--- src/sv/wta_pkg.sv ---
// ----------------------------------------------------------------------------
// wta_pkg: shared constants for the windowed table average core
// Widths of the fields, configuration register indexes and defaults.
// ----------------------------------------------------------------------------
`timescale 1ns / 1ps
package wta_pkg;
  localparam int TABLE_DEPTH_DEF = 128;
  localparam int POS_W = 32;
  localparam int VAL_W = 32;
  localparam int HW_W = 24;
  localparam int PTS_W = 8;
  localparam int IDX_W = 7;
  localparam int CFG_IDX_W = 2;
  localparam int CFG_DATA_W = 24;
  localparam int PROD_W = 64;

  localparam logic [CFG_IDX_W-1:0] REG_POINTS = 2'd0;
  localparam logic [CFG_IDX_W-1:0] REG_HALF = 2'd1;

  localparam logic [PTS_W-1:0] POINTS_RESET = 8'd2;
  localparam logic [HW_W-1:0] HALF_RESET = 24'd32768;

  localparam logic [0:0] KIND_LOAD = 1'b0;
  localparam logic [0:0] KIND_QUERY = 1'b1;
endpackage

--- src/sv/wta_div.sv ---
// ----------------------------------------------------------------------------
// wta_div: shared unsigned divider
// Restoring division of a 64-bit dividend by a 32-bit divisor, one bit a cycle.
// ----------------------------------------------------------------------------
`timescale 1ns / 1ps
module wta_div import wta_pkg::*; (
  input  logic              clk,
  input  logic              rst_n,
  input  logic              go,
  input  logic [PROD_W-1:0] dividend,
  input  logic [POS_W-1:0]  divisor,
  output logic [PROD_W-1:0] quotient,
  output logic              done
);
  localparam int CW = $clog2(PROD_W);

  logic              busy_r, busy_nxt;
  logic              done_r, done_nxt;
  logic [CW-1:0]     cnt_r, cnt_nxt;
  logic [PROD_W-1:0] quo_r, quo_nxt;
  logic [POS_W:0]    rem_r, rem_nxt;
  logic [POS_W-1:0]  dsr_r, dsr_nxt;
  logic [POS_W:0]    shifted;
  logic              fits;

  always_comb begin
    shifted = {rem_r[POS_W-1:0], quo_r[PROD_W-1]};
    fits = shifted >= {1'b0, dsr_r};
    busy_nxt = busy_r;
    done_nxt = 1'b0;
    cnt_nxt = cnt_r;
    quo_nxt = quo_r;
    rem_nxt = rem_r;
    dsr_nxt = dsr_r;
    if (go) begin
      busy_nxt = 1'b1;
      cnt_nxt = '0;
      quo_nxt = dividend;
      rem_nxt = '0;
      dsr_nxt = divisor;
    end else if (busy_r) begin
      rem_nxt = fits ? shifted - {1'b0, dsr_r} : shifted;
      quo_nxt = {quo_r[PROD_W-2:0], fits};
      cnt_nxt = cnt_r + 1'b1;
      if (cnt_r == CW'(PROD_W - 1)) begin
        busy_nxt = 1'b0;
        done_nxt = 1'b1;
      end
    end
  end

  always_ff @(posedge clk) begin
    if (!rst_n) begin
      busy_r <= 1'b0;
      done_r <= 1'b0;
    end else begin
      busy_r <= busy_nxt;
      done_r <= done_nxt;
    end
    cnt_r <= cnt_nxt;
    quo_r <= quo_nxt;
    rem_r <= rem_nxt;
    dsr_r <= dsr_nxt;
  end

  assign quotient = quo_r;
  assign done = done_r;
endmodule

--- config.mk ---
export PLATFORM = sky130hd
export DESIGN_NAME = wta_div
export DESIGN_NICKNAME = d
export VERILOG_FILES = /design/src/sv/wta_pkg.sv /design/src/sv/wta_div.sv
export SDC_FILE = /design/constraint.sdc
export NUM_CORES = 1
export LEC_CHECK = 0
export ABC_AREA = 0
export BUFFER_PORTS_ARGS = -buffer_cell sky130_fd_sc_hd__buf_2
export CAP_MARGIN = 5
export CORE_UTILIZATION = 29
export CTS_CLUSTER_SIZE = 14
export DETAILED_ROUTE_END_ITERATION = 8
export GPL_TIMING_DRIVEN = 1
export PLACE_DENSITY = 0.59
export SETUP_SLACK_MARGIN = 0.2
export SLEW_MARGIN = 20
export SYNTH_ARGS = -nofsm -noshare
export SYNTH_HDL_FRONTEND = slang
export SYNTH_SLANG_ARGS = --single-unit
--- constraint.sdc ---
create_clock -name clk -period 2.4 [get_ports clk]
set_input_delay 0.24 -clock clk [delete_from_list [all_inputs] [get_ports clk]]
set_output_delay 0.24 -clock clk [all_outputs]
set_load 0.03 [all_outputs]
Word-level counts from Yosys, hierarchy flattened
Cells that the tools add are included.
- add/subtract/negate cells: 2
- order comparisons: 1
- eq/ne operators: 1
- muxes and demuxes: 7
- bitwise logic cells: 2
- reduce and logical (&&, ||, !) cells: 2
- operators with widths (kind ; count):
    64-bit 2-to-1 mux ; 2
    33-bit by 32-bit greater-or-equal comparator with 1-bit output ; 1
    32-bit 2-to-1 mux ; 1
    32-bit subtractor ; 1
    6-bit by 1-bit adder with 6-bit output (second input constant) ; 1
    6-bit == test (second input constant) ; 1
    1-bit 2-to-1 mux ; 4
    3-bit OR reduction ; 1
    1-bit inverter ; 2
    2-bit nonzero test ; 1
- register bits: 136
- bits of input ports: 99
- output and inout port bits: 65
- logic and storage cells: 21

Depth between registers and ports, before layout
Gate-level depths: netlist of run 1.
- depth in word-level cells: 4
- depth in mapped cells: 13

Worst setup path after synthesis of run 1
No wires, ideal clock.
- path type: reg2reg
- start: reg quo_r[63], in the netlist quotient[63]
- end: reg rem_r[28]
- library setup time: 74 ps
- arrival time: 2708 ps
- data required time: 2326 ps
- setup slack: -382 ps
- cell stages (with the launch flop): 12
- buffers on the path: 0
- clock period less this slack: 2782 ps
- path through: edfxtp_1 inv_1 ha_1 fa_1 nand2b_1 a21o_1 and4b_1 o21ai_1 o22ai_1 a31o_2 mux2_2 o21ai_0
- longest elaborated chain between the ends: 2
- elaborated cells on any way between the ends: 3
- RTL lines (element ; RTL line ; text):
    start: declaration ; wta_div.sv:20 ; logic [PROD_W-1:0] quo_r, quo_nxt;
    start signal: assignment ; wta_div.sv:61 ; quo_r <= quo_nxt;
    32-bit subtractor or 33-bit by 32-bit greater-or-equal comparator with 1-bit output (tied branches) ; wta_div.sv:42, wta_div.sv:28 ;
    32-bit 2-to-1 mux * ; wta_div.sv:42 ; rem_nxt = fits ? shifted - {1'b0, dsr_r} : shifted;
    end signal: assignment ; wta_div.sv:62 ; rem_r <= rem_nxt;
    end: declaration ; wta_div.sv:21 ; logic [POS_W:0] rem_r, rem_nxt;
Every way passes the cells marked *; elsewhere a longest branch is shown, timed or not.
A chain may end at the register's enable or synchronous reset.

Worst setup path after layout of run 1
- start: reg dsr_r[0]
- end: reg rem_r[26]
- longest elaborated chain between the ends: 2
- elaborated cells on any way between the ends: 3
- RTL lines (element ; RTL line ; text):
    start: declaration ; wta_div.sv:22 ; logic [POS_W-1:0] dsr_r, dsr_nxt;
    start signal: assignment ; wta_div.sv:63 ; dsr_r <= dsr_nxt;
    32-bit subtractor or 33-bit by 32-bit greater-or-equal comparator with 1-bit output (tied branches) ; wta_div.sv:42, wta_div.sv:28 ;
    32-bit 2-to-1 mux * ; wta_div.sv:42 ;
Marks and branches as above.

==> impl_metrics.yaml, run 1 <==
setup_path:
  path_cells: "ha_4 > fa_2 > nand2b_4 > a21o_1 > and4b_1 > o21ai_2 > o22ai_2 > a31o_4 > buf_6 > xor2_1 > o21ai_1"
  worst_setup_path_start_kind: "flip-flop"
  r2r-start: "dsr_r[0]$_DFFE_PP_"
  crit_start: "dsr_r[0]$_DFFE_PP_"
  worstSetupPathType: "flip-flop to flip-flop"
  critPathTopFamily: "compound AO/OA/AOI/OAI gates"
  regToRegSetupSlack_ns: -0.15
  crit_required_ns: 2.75
  crit_fanout: 3
  arrival_ns: 2.90
  r2r_cells: 11
  end_kind: "flip-flop"
  worstSetupEndpoint: "rem_r[26]$_SDFFE_PP0P_"
  reg2reg_to: "rem_r[26]$_SDFFE_PP0P_"
  cp.depth: 11
  slowest_stage: "edfxtp_1"
  critPathBufInv: 1
  cpPeakStageDelay_ns: 0.41
worst_hold_path:
  hp-class: "input pin to flip-flop"
pwr:
  power_density_mw_per_mm2: 650.5
  seq_power_share_pct: 39.4
  switchingPower_uw: 2154
  leakage_uw: 0.004567
  power_frac_clock_pct: 37.1
  vdd_drop_max_mv: 0.3764
  p_int_uw: 5076
  power.total_uw: 7230
  pwr-share-comb_pct: 23.4
  power_switching_share_pct: 29.79
detailed_routing:
  avgRoutedWirePerCell_um: 16.73
  routed_wl_mm: 22.17
  drtAntennaViolNets: 0
  dr.first_iter.drc_count: 303
  first_pass_iters: 4
  drc_errors: 0
  num_vias: 6353
  vias_per_cell: 4.795
timing:
  whs_ns: 0.01685
  setup_ws_ns: -0.1537
  setup_violations: 30
  period_share_pct: 106.4
  relSlewSlack_pct: 34.29
  tightest_slew_ns: 0.9820
  fmax_mhz: 391.6
  rsz0062_at_grt: "true"
  drv_slew: 0
  period_needed_ns: 2.554
  hold_viol_final: 0
  finClkSkew_ns: 0.01310
die:
  core_mm2: 0.02446
  die_height_um: 160.4
  die_w_um: 160.4
  dieArea_mm2: 0.02573
  io_pins: 164
  start_util_pct: 29.74
  rows: 57
synthesis:
  syn_area_mm2: 0.007276
  synth_seq_cells: 136
  synth_common_cells: "96 x edfxtp_1, 65 x mux2_2, 57 x nand2_1"
  synthDistinctLibCells: 62
  yosysTopAreaCell: "edfxtp_1"
  ys.flop_type: "edfxtp_1"
  synth_edf_count: 96
  ys_warn_count: 0
  synthCells: 664
  yosysSeqAreaShare_pct: 50.63
  synth_area_leaders: "edfxtp_1 40%, dfxtp_1 11%, mux2_2 10%"
  synth_top_area_share_pct: 39.62
  syn_avg_cell_area_um2: 10.96
  synth_most_common_cell: "edfxtp_1"
  synth_fp_nets: 797
  postSynth.asyncResetShare_pct: 0
clock_network:
  clk_path_buf_depth: 2
  clock_sinks: 136
  cts_tree: "done"
  h-tree-depth: 4
  clk_pin_slew_worst_paths_ns: 0.06
  cts_root_buffer: "clkbuf_16"
  numCtsBuffers: 17
  worstSkewPairLatency_ns: 0.42
finish:
  layout.nets: 1121
  design_area_mm2: 0.01111
  fillCellCount: 2321
  num_antenna_cells: 0
  drive_above_1_share_pct: 50.35
  register_area_mm2: 0.003684
  syn2layout_area_growth_pct: 52.76
  multiInputGateArea_mm2: 0.004005
place:
  place.gp.congestion: 0.8577
  hpwlAfterDp_mm: 15.97
  dp_slack_ns: -0.2727
  placed_area_mm2: 0.009575
  portBuffers: 163
global_routing:
  grt_pass1_vias: 6699
  grt_max_degree: 65
  track_usage_pct: 17.52
  grt_pass1_wl_mm: 35.18
  grt_overflow_total: 0
  antenna_found_initial: 1
outcome:
  violations: "setup timing"
  status: "finished, violations left"
flow_run:
  max-cap-violations: 0
-- power groups by stage --
stage	sequential (uW)	clock [uW]	combinational (uW)
2_1_floorplan	3100	0	669
3_3_place_gp	2890	0	1480
3_5_place_dp	2890	0	1490
4_1_cts	2860	2760	1640
5_1_grt	2870	2850	1820
6_report	2850	2690	1690
-- sequential cells by signal, indices dropped and copies added, names as in the netlist --
register  count
quotient     64
dsr_r        32
rem_r        32
cnt_r         6
busy_r        1
done          1
-- how the worst min path moves through the flow --
| stage | start | end | slack (ns) | cells past startpoint |
|---|---|---|---|---|
| 2_1_floorplan | divisor[0] | dsr_r[0]$_DFFE_PP_ | 0.34 | 0 |
| 3_3_place_gp | divisor[5] | dsr_r[5]$_DFFE_PP_ | 0.42 | 1 |
| 3_5_place_dp | divisor[30] | dsr_r[30]$_DFFE_PP_ | 0.42 | 1 |
| 4_1_cts | divisor[21] | dsr_r[21]$_DFFE_PP_ | 0.004 | 1 |
| 5_1_grt | divisor[21] | dsr_r[21]$_DFFE_PP_ | 0.003 | 1 |
| 6_report | divisor[21] | dsr_r[21]$_DFFE_PP_ | 0.02 | 1 |
-- cells by family (layout without fill, tap and decap cells) --
kind of cell	count (synthesis)	in the layout	share of synthesized area, %
AOI/OAI and AO/OA	163	163	15.00
buffers and inverters	70	407	3.921
muxes	73	73	11.16
xor gates and xnor gates	27	27	3.250
and+or+nand+nor	161	161	10.09
adders and majority gates	34	34	5.950
DFF	136	136	50.63
-- cells in the final DEF (no fill, tap or decap), types with 4 or more instances in the layout --
| cell type | count |
|---|---|
| buf_4 | 123 |
| buf_6 | 16 |
| clkbuf_16 | 17 |
| edfxtp_1 | 96 |
| a31oi_4 | 4 |
| nand2_1 | 47 |
| inv_1 | 32 |
| a311oi_1 | 4 |
| a211oi_1 | 7 |
| a21oi_1 | 32 |
| nor3_1 | 7 |
| dlygate4sd3_1 | 28 |
| xor2_1 | 13 |
| o21ai_1 | 20 |
| a21o_1 | 9 |
| nand4_1 | 8 |
| ha_4 | 21 |
| o21bai_1 | 5 |
| ha_1 | 11 |
| a311oi_2 | 4 |
| nand2_2 | 9 |
| nor2_1 | 49 |
| a2111oi_4 | 4 |
| xnor2_1 | 13 |
| a32oi_1 | 5 |
| inv_2 | 9 |
| mux2i_1 | 8 |
| o21ai_0 | 14 |
| nand2b_1 | 6 |
| inv_6 | 6 |
| a21oi_2 | 11 |
| dfxtp_1 | 40 |
| o211ai_1 | 4 |
| buf_2 | 162 |
| mux2_2 | 64 |
-- through the flow --
step / utilization [%] / setup TNS, ns / std cells
final: 45.43 / -2.622 / 1325
after global routing: 45.43 / -6.282 / 1325
after CTS: 44.50 / -2.464 / 1321
after detailed placement: 39.14 / -5.983 / 1252
after global placement: 39.14 / -5.050 / 1252
after floorplan: - / -0.6785 / 664
-- per-layer routing --
| layer | part of all wire [%] | GRT usage, % | vias up | wire length [um] |
|---|---|---|---|---|
| li1 | - | - | 3109 | - |
| met1 | 43 | 21.66 | 3015 | 9625 |
| met2 | 48 | 29.87 | 204 | 10610 |
| met3 | 7.2 | 4.881 | 23 | 1593 |
| met4 | 1.5 | 4.589 | 2 | 323 |
| met5 | 0.077 | 0 | - | 17 |
-- what timing repair did --
| item | in CTS | in global routing |
|---|---|---|
| buffers inserted | 9 | 4 |
| pin swaps | 34 | 26 |
| endpoints found under the setup margin | 33 | 33 |
| hold buffers | 28 | 0 |
| endpoints found under the hold margin | 28 | 0 |
| gates resized for setup | 72 | 42 |
-- cell type report --
cell class	instances	area share, %
repair buffers	333	20.42
multi-input cells	458	36.04
clock buffers	18	3.861
clock inverters	14	1.441
flip-flops and latches	136	33.14
inverters	42	1.452
well taps	324	3.647
No activity file was read; power rests on OpenSTA's default activity.
==> run 2, diff against run 1 <==
--- a/config.mk
+++ b/config.mk
@@ -8,11 +8,11 @@
 export ABC_AREA = 0
 export BUFFER_PORTS_ARGS = -buffer_cell sky130_fd_sc_hd__buf_2
 export CAP_MARGIN = 5
-export CORE_UTILIZATION = 29
+export CORE_UTILIZATION = 39
 export CTS_CLUSTER_SIZE = 14
 export DETAILED_ROUTE_END_ITERATION = 8
 export GPL_TIMING_DRIVEN = 1
-export PLACE_DENSITY = 0.59
+export PLACE_DENSITY = 0.72
 export SETUP_SLACK_MARGIN = 0.2
 export SLEW_MARGIN = 20
 export SYNTH_ARGS = -nofsm -noshare
==> impl_metrics.yaml, run 2 (same netlist as run 1, synthesis figures left out) <==
pwr:
  leakage_uw: 0.004676
  power.total_uw: 7164
  vdd_drop_max_mv: 0.4931
  power_density_mw_per_mm2: 636.8
finish:
  multiInputGateArea_mm2: 0.004172
  layout_common_cells: "162 x buf_2, 130 x buf_4, 96 x edfxtp_1"
  final_util_pct: 61.99
  fin_cells: 1236
  syn2layout_area_growth_pct: 54.62
  register_area_mm2: 0.003684
  final_common_cell: "buf_2"
  layout.nets: 1127
  largest_reg_flops: 64
  drive_above_1_share_pct: 53.23
  num_antenna_cells: 0
  fillCellCount: 1471
die:
  die_w_um: 138.6
  start_util_pct: 40.09
  die_height_um: 138.6
  dieArea_mm2: 0.01921
  rows: 49
  core_mm2: 0.01815
  io_pins: 164
setup_path:
  r2r_cells: 12
  worstSetupEndpoint: "rem_r[12]$_SDFFE_PP0P_"
  worstSetupPathType: "flip-flop to flip-flop"
  end_kind: "flip-flop"
  crit_fanout: 8
  reg2reg_to: "rem_r[12]$_SDFFE_PP0P_"
  r2r-start: "dsr_r[24]$_DFFE_PP_"
  cpPeakStageDelay_ns: 0.36
  arrival_ns: 2.91
  crit_path_frequent_cell: "buf_4"
  slowest_stage: "edfxtp_1"
  worst_setup_path_start_kind: "flip-flop"
  crit_start: "dsr_r[24]$_DFFE_PP_"
  crit_required_ns: 2.71
  path_cells: "inv_2 > ha_4 > nand4_1 > nor4_2 > buf_4 > a31o_4 > a2111oi_4 > buf_4 > a31oi_4 > buf_8 > mux2i_1 > o21ai_1"
  regToRegSetupSlack_ns: -0.20
detailed_routing:
  vias_per_cell: 5.222
  num_vias: 6454
  routed_wl_mm: 21.65
  avgRoutedWirePerCell_um: 17.51
  first_pass_iters: 7
  drtAntennaViolNets: 0
  drc_errors: 8
  dr.first_iter.drc_count: 360
clock_network:
  cts_tree: "done"
  worstSkewPairLatency_ns: 0.43
  h-tree-depth: 4
  cts_root_buffer: "clkbuf_16"
  clk_path_buf_depth: 2
  numCtsBuffers: 17
  clock_sinks: 136
  clk_pin_slew_worst_paths_ns: 0.07
outcome:
  status: "finished, violations left"
  violations: "DRC, setup timing"
place:
  place.gp.congestion: 0.8959
  dp_slack_ns: -0.2918
  dp.cells: 1157
  portBuffers: 163
  hpwlAfterDp_mm: 15.02
timing:
  setup_ws_ns: -0.1964
  setup_violations: 32
  hold_viol_final: 0
  finClkSkew_ns: 0.01063
  period_share_pct: 108.2
  drv_slew: 0
  relSlewSlack_pct: 59.67
  fmax_mhz: 385.1
  period_needed_ns: 2.596
  finalSetupTns_ns: -3.722
  tightest_slew_ns: 0.6050
  rsz0062_at_grt: "true"
global_routing:
  grt_max_degree: 47
  grt_overflow_total: 0
  grt_pass1_wl_mm: 34.00
  track_usage_pct: 22.72
  antenna_found_initial: 1
  grt_pass1_vias: 6620
worst_hold_path:
  hp-class: "input pin to flip-flop"
flow_run:
  max-cap-violations: 0
==> run 2: changes by cell type in the layout (fill, tap and decap cells not counted), sizes merged <==
cell         before  now
dlygate4sd3      28   31
inv              49   51
buf             305  306
bufbuf            0    1
bufinv            2    1
clkbuf           18   19
clkinv            3    2
==> run 2: where the power goes <==
| part | internal (uW) | switching (uW) | leakage, uW |
|---|---|---|---|
| Sequential | 2740 | 109 | 0.00128 |
| Clock | 1480 | 1140 | 0.000285 |
| Combinational | 756 | 940 | 0.00311 |
==> run 2: cell type report <==
cell class	count	area share [%]
Clock buffer	18	3.815
Tap cell	229	2.547
Multi-Input combinational cell	458	37.08
Clock inverter	14	1.357
Inverter	42	1.435
Timing Repair Buffer	339	21.02
Sequential cell	136	32.74
==> run 2: worst max-delay path, delay by kind of cell (launching register included) <==
kind	cells	cell delay [ns]
fa+ha+maj	1	0.31
compound gates	4	0.63
buf+inv	4	0.57
mux	1	0.19
simple gates	2	0.42
flops	1	0.36
==> run 2: worst min path at each step <==
stage,start,endpoint,depth (start not counted)
2_1_floorplan,divisor[0],dsr_r[0]$_DFFE_PP_,0
3_3_place_gp,divisor[14],dsr_r[14]$_DFFE_PP_,1
3_5_place_dp,divisor[16],dsr_r[16]$_DFFE_PP_,1
4_1_cts,divisor[15],dsr_r[15]$_DFFE_PP_,1
5_1_grt,divisor[15],dsr_r[15]$_DFFE_PP_,1
6_report,divisor[15],dsr_r[15]$_DFFE_PP_,1
==> run 2: per-stage QoR <==
step	hold WS (ns)	cell area (um2)
3_5_place_dp	0.4183	9444
3_3_place_gp	0.4177	9444
4_1_cts	0.01103	10860
6_report	0.01721	11250
5_1_grt	0.0005225	11250
2_1_floorplan	0.3389	7520
==> run 2: per-layer routing <==
layer	share of wire (%)	routed length (um)	up-vias	global-route usage, %
li1	-	-	3126	-
met1	43	9341	3068	27.85
met2	48	10420	217	37.99
met3	6.5	1412	41	6.043
met4	2.1	452	2	9.225
met5	0.074	16	-	0
==> run 2: what timing repair did <==
action                                  in CTS  in global routing
endpoints found under the setup margin      33                 33
resized for setup                           83                 64
hold endpoints to repair                    31                  0
setup buffers                                9                  4
pin swaps                                   43                 28
hold buffers                                31                  0
cloned                                       2                  1
